--- config.mk ---
export PLATFORM = sky130hd
export DESIGN_NAME = vha_ctrl
export DESIGN_NICKNAME = d
export VERILOG_FILES = /design/src/rtl/core/vha_pkg.sv /design/src/rtl/core/vha_ctrl.sv
export SDC_FILE = /design/constraint.sdc
export NUM_CORES = 1
export LEC_CHECK = 0
export BUFFER_PORTS_ARGS = -buffer_cell sky130_fd_sc_hd__buf_2
export CAP_MARGIN = 0
export CORE_ASPECT_RATIO = 1.2
export CORE_UTILIZATION = 36
export CTS_CLUSTER_SIZE = 40
export DETAILED_ROUTE_END_ITERATION = 10
export RECOVER_POWER = 100
export SLEW_MARGIN = 5
export SYNTH_ARGS = -nofsm -noshare
export SYNTH_HDL_FRONTEND = slang
export SYNTH_SLANG_ARGS = --single-unit
--- constraint.sdc ---
create_clock -name clk -period 5 [get_ports clk]
set_input_delay 1.5 -clock clk [delete_from_list [all_inputs] [get_ports clk]]
set_output_delay 1.5 -clock clk [all_outputs]
set_load 0.02 [all_outputs]
--- src/rtl/core/vha_pkg.sv ---
// Shared constants, codes and types of the versioned handle allocator.
`default_nettype none

package vha_pkg;

    // Handle layout: slot id in the low bits, generation above it.
    localparam int ID_BITS     = 10;
    localparam int GEN_BITS    = 6;
    localparam int HANDLE_BITS = ID_BITS + GEN_BITS;
    localparam int USED_BITS   = ID_BITS + 1;

    // Fixed field widths of the stream payloads.
    localparam int ACTION_W = 3;
    localparam int HANDLE_W = 16;
    localparam int STATUS_W = 2;
    localparam int LIVE_W   = 10;

    localparam int IN_FIELDS_W  = ACTION_W + 2 * HANDLE_W;
    localparam int IN_DATA_W    = ((IN_FIELDS_W + 7) / 8) * 8;
    localparam int OUT_FIELDS_W = HANDLE_W + 1 + STATUS_W + LIVE_W;
    localparam int OUT_DATA_W   = ((OUT_FIELDS_W + 7) / 8) * 8;

    localparam logic [ID_BITS-1:0]     NULL_ID     = '1;
    localparam logic [HANDLE_BITS-1:0] NULL_HANDLE = '1;

    localparam logic [ACTION_W-1:0] ACT_CREATE      = 3'd0;
    localparam logic [ACTION_W-1:0] ACT_DESTROY     = 3'd1;
    localparam logic [ACTION_W-1:0] ACT_CHECK       = 3'd2;
    localparam logic [ACTION_W-1:0] ACT_SET_PARENT  = 3'd3;
    localparam logic [ACTION_W-1:0] ACT_READ_PARENT = 3'd4;

    localparam logic [STATUS_W-1:0] STAT_OK   = 2'd0;
    localparam logic [STATUS_W-1:0] STAT_FULL = 2'd1;
    localparam logic [STATUS_W-1:0] STAT_BAD  = 2'd2;

    typedef enum logic {
        ST_IDLE,
        ST_EXEC
    } vha_state_t;

    // One memory's access request for a cycle.
    typedef struct packed {
        logic                   rd_en;
        logic [ID_BITS-1:0]     rd_addr;
        logic                   wr_en;
        logic [ID_BITS-1:0]     wr_addr;
        logic [HANDLE_BITS-1:0] wr_data;
    } mem_req_t;

endpackage

`default_nettype wire

--- src/rtl/core/vha_ctrl.sv ---
// Sequencer and read-modify-write datapath of the handle allocator.
`default_nettype none

module vha_ctrl (
    input  wire logic                              clk,
    input  wire logic                              rst_n,
    input  wire logic                              s_tvalid,
    output logic                                   s_tready,
    input  wire logic [vha_pkg::IN_DATA_W-1:0]     s_tdata,
    output logic                                   m_tvalid,
    input  wire logic                              m_tready,
    output logic      [vha_pkg::OUT_DATA_W-1:0]    m_tdata,
    output vha_pkg::mem_req_t                      slot_req,
    output vha_pkg::mem_req_t                      parent_req,
    input  wire logic [vha_pkg::HANDLE_BITS-1:0]   slot_rdata,
    input  wire logic [vha_pkg::HANDLE_BITS-1:0]   parent_rdata
);

    localparam int IDB = vha_pkg::ID_BITS;
    localparam int HB  = vha_pkg::HANDLE_BITS;
    localparam int UB  = vha_pkg::USED_BITS;

    vha_pkg::vha_state_t state_reg, state_next;

    logic [vha_pkg::ACTION_W-1:0]   act_reg;
    logic [vha_pkg::HANDLE_W-1:0]   hdl_reg;
    logic [vha_pkg::HANDLE_W-1:0]   par_reg;
    logic [IDB-1:0]                 free_head_reg, free_head_next;
    logic [UB-1:0]                  slots_used_reg, slots_used_next;
    logic [vha_pkg::LIVE_W-1:0]     live_reg, live_next;
    logic                           m_valid_reg;
    logic [vha_pkg::OUT_DATA_W-1:0] m_data_reg, m_data_next;

    logic                           accept;
    logic                           commit;
    logic [vha_pkg::ACTION_W-1:0]   in_action;
    logic [vha_pkg::HANDLE_W-1:0]   in_handle;
    logic [vha_pkg::HANDLE_W-1:0]   in_parent;

    logic [IDB-1:0]                 id;
    logic [vha_pkg::GEN_BITS-1:0]   gen_inc;
    logic                           bad;
    logic [vha_pkg::HANDLE_W-1:0]   res;
    logic                           flag;
    logic [vha_pkg::STATUS_W-1:0]   status;
    logic                           slot_we, parent_we;
    logic [IDB-1:0]                 wr_addr;
    logic [HB-1:0]                  slot_wdata, parent_wdata;

    assign in_action = s_tdata[vha_pkg::ACTION_W-1:0];
    assign in_handle = s_tdata[vha_pkg::ACTION_W +: vha_pkg::HANDLE_W];
    assign in_parent = s_tdata[vha_pkg::ACTION_W + vha_pkg::HANDLE_W +: vha_pkg::HANDLE_W];

    assign accept   = s_tvalid && s_tready;
    assign m_tvalid = m_valid_reg;
    assign m_tdata  = m_data_reg;

    // Next state.
    always_comb
    begin
        state_next = state_reg;
        case (state_reg)
            vha_pkg::ST_IDLE:
            begin
                if (accept)
                begin
                    state_next = vha_pkg::ST_EXEC;
                end
            end
            vha_pkg::ST_EXEC:
            begin
                if (!m_valid_reg || m_tready)
                begin
                    state_next = vha_pkg::ST_IDLE;
                end
            end
            default:
            begin
                state_next = vha_pkg::ST_IDLE;
            end
        endcase
    end

    // Handshake outputs.
    always_comb
    begin
        s_tready = 1'b0;
        commit   = 1'b0;
        case (state_reg)
            vha_pkg::ST_IDLE:
            begin
                s_tready = 1'b1;
            end
            vha_pkg::ST_EXEC:
            begin
                commit = !m_valid_reg || m_tready;
            end
            default:
            begin
                s_tready = 1'b0;
            end
        endcase
    end

    // The slot read issued at acceptance is back; work out the result and the write.
    always_comb
    begin
        id              = hdl_reg[IDB-1:0];
        gen_inc         = hdl_reg[HB-1:IDB] + 1'b1;
        bad             = (id == vha_pkg::NULL_ID) || ({1'b0, id} >= slots_used_reg);
        res             = '0;
        flag            = 1'b0;
        status          = vha_pkg::STAT_OK;
        slot_we         = 1'b0;
        parent_we       = 1'b0;
        wr_addr         = id;
        slot_wdata      = '0;
        parent_wdata    = vha_pkg::NULL_HANDLE;
        free_head_next  = free_head_reg;
        slots_used_next = slots_used_reg;
        live_next       = live_reg;
        if (act_reg == vha_pkg::ACT_CREATE)
        begin
            if (free_head_reg != vha_pkg::NULL_ID)
            begin
                // Reuse the head of the free list with its stored generation.
                wr_addr          = free_head_reg;
                slot_wdata       = {slot_rdata[HB-1:IDB], free_head_reg};
                free_head_next   = slot_rdata[IDB-1:0];
                slot_we          = 1'b1;
                parent_we        = 1'b1;
                live_next        = live_reg + 1'b1;
                res[HB-1:0]      = slot_wdata;
            end
            else if (slots_used_reg < {1'b0, vha_pkg::NULL_ID})
            begin
                wr_addr          = slots_used_reg[IDB-1:0];
                slot_wdata       = '0;
                slot_wdata[IDB-1:0] = slots_used_reg[IDB-1:0];
                slot_we          = 1'b1;
                parent_we        = 1'b1;
                slots_used_next  = slots_used_reg + 1'b1;
                live_next        = live_reg + 1'b1;
                res[HB-1:0]      = slot_wdata;
            end
            else
            begin
                status = vha_pkg::STAT_FULL;
            end
        end
        else if (act_reg <= vha_pkg::ACT_READ_PARENT)
        begin
            if (bad)
            begin
                status = vha_pkg::STAT_BAD;
            end
            else
            begin
                case (act_reg)
                    vha_pkg::ACT_DESTROY:
                    begin
                        slot_wdata     = {gen_inc, free_head_reg};
                        slot_we        = 1'b1;
                        free_head_next = id;
                        live_next      = live_reg - 1'b1;
                    end
                    vha_pkg::ACT_CHECK:
                    begin
                        flag = (slot_rdata[IDB-1:0] == id);
                    end
                    vha_pkg::ACT_SET_PARENT:
                    begin
                        parent_wdata = par_reg[HB-1:0];
                        parent_we    = 1'b1;
                    end
                    vha_pkg::ACT_READ_PARENT:
                    begin
                        res[HB-1:0] = parent_rdata;
                        flag        = (parent_rdata[IDB-1:0] != vha_pkg::NULL_ID);
                    end
                    default:
                    begin
                        flag = 1'b0;
                    end
                endcase
            end
        end

        m_data_next = '0;
        m_data_next[vha_pkg::HANDLE_W-1:0] = res;
        m_data_next[vha_pkg::HANDLE_W] = flag;
        m_data_next[vha_pkg::HANDLE_W + 1 +: vha_pkg::STATUS_W] = status;
        m_data_next[vha_pkg::HANDLE_W + 1 + vha_pkg::STATUS_W +: vha_pkg::LIVE_W] = live_next;
    end

    // Memory requests: reads at acceptance, writes at commit.
    always_comb
    begin
        slot_req.rd_en   = accept;
        slot_req.rd_addr = (in_action == vha_pkg::ACT_CREATE) ? free_head_reg
                                                              : in_handle[IDB-1:0];
        slot_req.wr_en   = commit && slot_we;
        slot_req.wr_addr = wr_addr;
        slot_req.wr_data = slot_wdata;

        parent_req.rd_en   = accept;
        parent_req.rd_addr = slot_req.rd_addr;
        parent_req.wr_en   = commit && parent_we;
        parent_req.wr_addr = wr_addr;
        parent_req.wr_data = parent_wdata;
    end

    always_ff @(posedge clk or negedge rst_n)
    begin
        if (!rst_n)
        begin
            state_reg      <= vha_pkg::ST_IDLE;
            free_head_reg  <= vha_pkg::NULL_ID;
            slots_used_reg <= '0;
            live_reg       <= '0;
            m_valid_reg    <= 1'b0;
        end
        else
        begin
            state_reg <= state_next;
            if (commit)
            begin
                free_head_reg  <= free_head_next;
                slots_used_reg <= slots_used_next;
                live_reg       <= live_next;
                m_valid_reg    <= 1'b1;
            end
            else if (m_tready)
            begin
                m_valid_reg <= 1'b0;
            end
        end
    end

    always_ff @(posedge clk)
    begin
        if (accept)
        begin
            act_reg <= in_action;
            hdl_reg <= in_handle;
            par_reg <= in_parent;
        end
        if (commit)
        begin
            m_data_reg <= m_data_next;
        end
    end

endmodule

`default_nettype wire

# ---- After elaboration in Yosys (flattened, before gate mapping)
# Cells that the tools add are included.
dict set report word_totals {
  register_bits 97
  input_bits 76
  out_inout_bits 110
  elab_cells 96
}
dict set report op_classes {
  add_sub_neg 4
  order_cmp 3
  n_eq_ne 10
  mux 52
  n_bitwise 3
  n_reduce_logical 14
}
# operator count
set ops {}
lappend ops {{16-bit two-way mux} 13}
lappend ops {{10-bit two-way mux} 16}
lappend ops {{10-bit inequality test (second input constant)} 2}
lappend ops {{1-bit two-way mux} 18}
lappend ops {{11-bit by 1-bit adder with 11-bit output (second input constant)} 1}
lappend ops {{10-bit by 11-bit greater-or-equal comparator with 1-bit output} 1}
lappend ops {{11-bit by 10-bit less-than comparator with 1-bit output (second input constant)} 1}
lappend ops {{10-bit by 1-bit adder with 10-bit output (second input constant)} 1}
lappend ops {{10-bit == test} 1}
lappend ops {{10-bit == test (second input constant)} 1}
lappend ops {{10-bit by 1-bit subtractor with 10-bit output (second input constant)} 1}
lappend ops {{6-bit by 1-bit adder with 6-bit output (second input constant)} 1}
lappend ops {{3-bit by 2-bit == test with 1-bit output (second input constant)} 2}
lappend ops {{3-bit logical NOT} 2}
lappend ops {{2-bit two-way mux} 3}
lappend ops {{2-bit nonzero test} 3}
lappend ops {{5-bit AND reduction} 1}
lappend ops {{2-bit by 1-bit inequality test with 1-bit output (second input constant)} 2}
lappend ops {{1-bit one-hot mux with 2 select lines} 2}
lappend ops {{4-bit AND reduction} 1}
lappend ops {{3-bit by 1-bit == test with 1-bit output (second input constant)} 1}
lappend ops {{3-bit == test (second input constant)} 1}
lappend ops {{3-bit <= comparator (second input constant)} 1}
lappend ops {{1-bit logical AND} 3}
lappend ops {{4 further kinds} 7}

# ---- Longest topological paths before layout
dict set report logic_depth {
  word_depth 6
  depth_mapped 12
  ltp_nobuf 9
}

# ---- Least setup slack after synthesis
# No wires, ideal clock.
dict set report synth_timing {
  path_kind {input-to-output}
  from {input s_tvalid}
  to {output parent_req[37] (netlist name)}
  t_arrival_ns 3.504
  required_ns 3.500
  setup_slack_ns -0.004
  stages 2
  path_buffers 1
  path_cell_list {nor2b_1 -> buf_4}
}
# element line
set synth_lines {}
lappend synth_lines {{start, declared} vha_ctrl.sv:7} ;# input wire logic s_tvalid,
lappend synth_lines {{end, declared} vha_ctrl.sv:14} ;# output vha_pkg::mem_req_t parent_req,

==> flow_summary.yaml <==
drt:
  drc_errors: 0
  drtIter0Drc: 275
  wl_per_cell_um: 18.0
  routed_via_density: 5.21
  vias: 4514
  firstDrtPassIters: 5
  wl_um: 15600
  ant_nets: 0
timing:
  tns_ns: 0
  fin_crit_ns: 4.61
  slew_headroom: -0.346
  rsz0062_at_grt: "false"
  fmax_mhz: 217
  max_slew.worst_pin.slew_ns: 2.02
  slew_viol_final: 69
  skew_ns: 0.0111
  holdWs_ns: 0.489
  finalCritPeriodShare: 0.923
  hold_violations: 0
  finalSetupViolCount: 0
yosys:
  synth_area_leaders: "edfxtp_1, dfrtp_1, xnor2_1"
  seq_area_frac_synth: 0.493
  yosysWarnings: 0
  avgSynthCellArea_um2: 11.2
  synth_edf_count: 64
  netlist.area_leader.share: 0.343
  syn_area_mm2: 0.00560
  yosysTopAreaCell: "edfxtp_1"
  async_reset_ff_frac: 0.340
  synth_ff_type: "edfxtp_1"
  yosysUniqueCellTypes: 72
  synthCells: 501
  synth-seq-cells: 97
clocking:
  cts_buffers: 9
  cts_root_buffer: "clkbuf_16"
  cts_resized: 0
  clockBufferDepth: 2
  cts_sinks: 97
  post_cts_buffers: 0
  clk_pin_slew_worst_paths_ns: 0.07
  clkLatencyLatePin_ns: 0.36
  holdBufCountCts: 0
  htreeDepth: 3
  cts_tree: "built"
setup_path:
  cp_max_fo: 17
  arrival_ns: 3.11
  critical_path_required_ns: 3.50
  timing.rr.end: "m_tdata[7]"
  rrSetupSlack_ns: 1.48
  r2r_start: "slots_used_reg[4]"
  critPathCaptureType: "output pin"
  startpoint_type: "flop"
  crit_type: "reg -> out"
  rr_worst_depth: 9
die:
  ios: 186
  fp.dieH_um: 139
  die_x_um: 116
  start_util: 0.371
  rows: 49
  core_area_mm2: 0.0151
  die_area_mm2: 0.0160
global_routing:
  grt_pass1_wl_um: 23800
  overflow: 0
  grt.total_usage: 0.199
  grt_pass1_vias: 4462
  grt_max_degree: 35
  antenna_found_initial: 0
cells_and_area:
  drive_gt1_frac: 0.193
  fin_util: 0.441
  layout_common_cells: "clkbuf_1, buf_2, edfxtp_1"
  multi_input_area_mm2: 0.00243
  fin_nets: 750
  fillers: 1531
  area_delta_synth_final_pct: 18.7
  n_antenna_cell: 0
  final_common_cell: "clkbuf_1"
  ff_latch_area_mm2: 0.00276
  final_cell_area_mm2: 0.00664
  largest_reg_flops: 29
power:
  cellLeakagePower_nw: 2.54
  p_total_mw: 3.07
  peakVddDrop_v: 0.000204
  powerDensity_mw_per_mm2: 462
status:
  status: "finished with violations"
  violations: "capacitance limit, slew limit"
place:
  numPortBuffers: 177
  globalplace.congestion: 0.924
  postPlaceCellArea_mm2: 0.00653
  dp_hpwl_um: 11900
worst_hold_path:
  hp-class: "reg -> reg"
  hold_end: "live_reg[9]"
  min_path_cells: 1
  hold_path_startpoint: "live_reg[9]"
flow_run:
  drv_cap: 2
[kinds of logic after synthesis]
family | Yosys count | share of synthesized area
other cells | 1 | 0.000670
compound gates | 98 | 0.136
flops | 97 | 0.493
simple gates | 157 | 0.156
buf+inv | 69 | 0.0716
fa+ha+maj | 17 | 0.0380
mux | 22 | 0.0420
xor+xnor | 40 | 0.0626
[per-stage QoR]
step | instances | setup WS [ns]
floorplan | 503 | 0.705
global placement | 850 | 0.962
detailed placement | 850 | 0.941
CTS | 866 | 0.539
global route | 866 | 0.215
finish | 866 | 0.387
[layout make-up]
class,instances,share of cell area
Clock buffer,10,0.0345
Clock inverter,6,0.0111
Inverter,23,0.0130
Multi-Input combinational cell,337,0.366
Sequential cell,97,0.415
Tap cell,204,0.0384
Timing Repair Buffer,189,0.122
[worst max-delay path, stage by stage, from the launching register on]
cell	delay, ns
edfxtp_1	0.51
nor2_1	0.23
ha_1	0.28
buf_4	0.26
o41a_1	0.20
clkbuf_1	0.44
a21oi_4	0.22
a221o_1	0.41
clkbuf_1	0.20
[routing by layer]
layer | part of all wire | global-route usage
met1 | 0.41 | 0.248
met4 | 0.028 | 0.0864
met2 | 0.49 | 0.331
met3 | 0.066 | 0.0385
met5 | 0 | 0
[cells in the mapped netlist (2+ instances only)]
master / n
a22o_1: 8
clkbuf_1: 12
dfrtp_1: 23
a21oi_1: 13
nor4_1: 4
mux2_2: 12
nor2_1: 26
edfxtp_1: 64
nand2_1: 40
buf_2: 4
ha_1: 17
and2_1: 11
o211ai_1: 2
a211oi_1: 2
nand4_1: 10
and3_1: 4
xor2_1: 5
or2_1: 9
buf_6: 2
a221o_1: 18
and2_4: 2
nor3_1: 11
xnor2_1: 35
inv_1: 23
nand3_1: 15
or2_2: 8
mux2i_1: 10
dfstp_2: 10
o21ai_1: 4
o21ai_0: 18
a22oi_1: 2
a21o_1: 10
a31oi_1: 2
buf_4: 25
and4_1: 3
[worst max path at each step]
stage,startpoint,end
after global routing,act_reg[1],parent_req[17]
after CTS,hdl_reg[8],parent_req[2]
final,act_reg[1],slot_req[16]
after floorplan,s_tvalid,parent_req[37]
after global placement,s_tdata[1],slot_req[29]
after detailed placement,slots_used_reg[4],parent_req[2]
[power breakdown]
| group | internal [mW] | switching [mW] |
|---|---|---|
| Clock | 0.395 | 0.319 |
| Sequential | 1.16 | 0.199 |
| Combinational | 0.317 | 0.686 |
No activity file was read; power rests on OpenSTA's default activity.
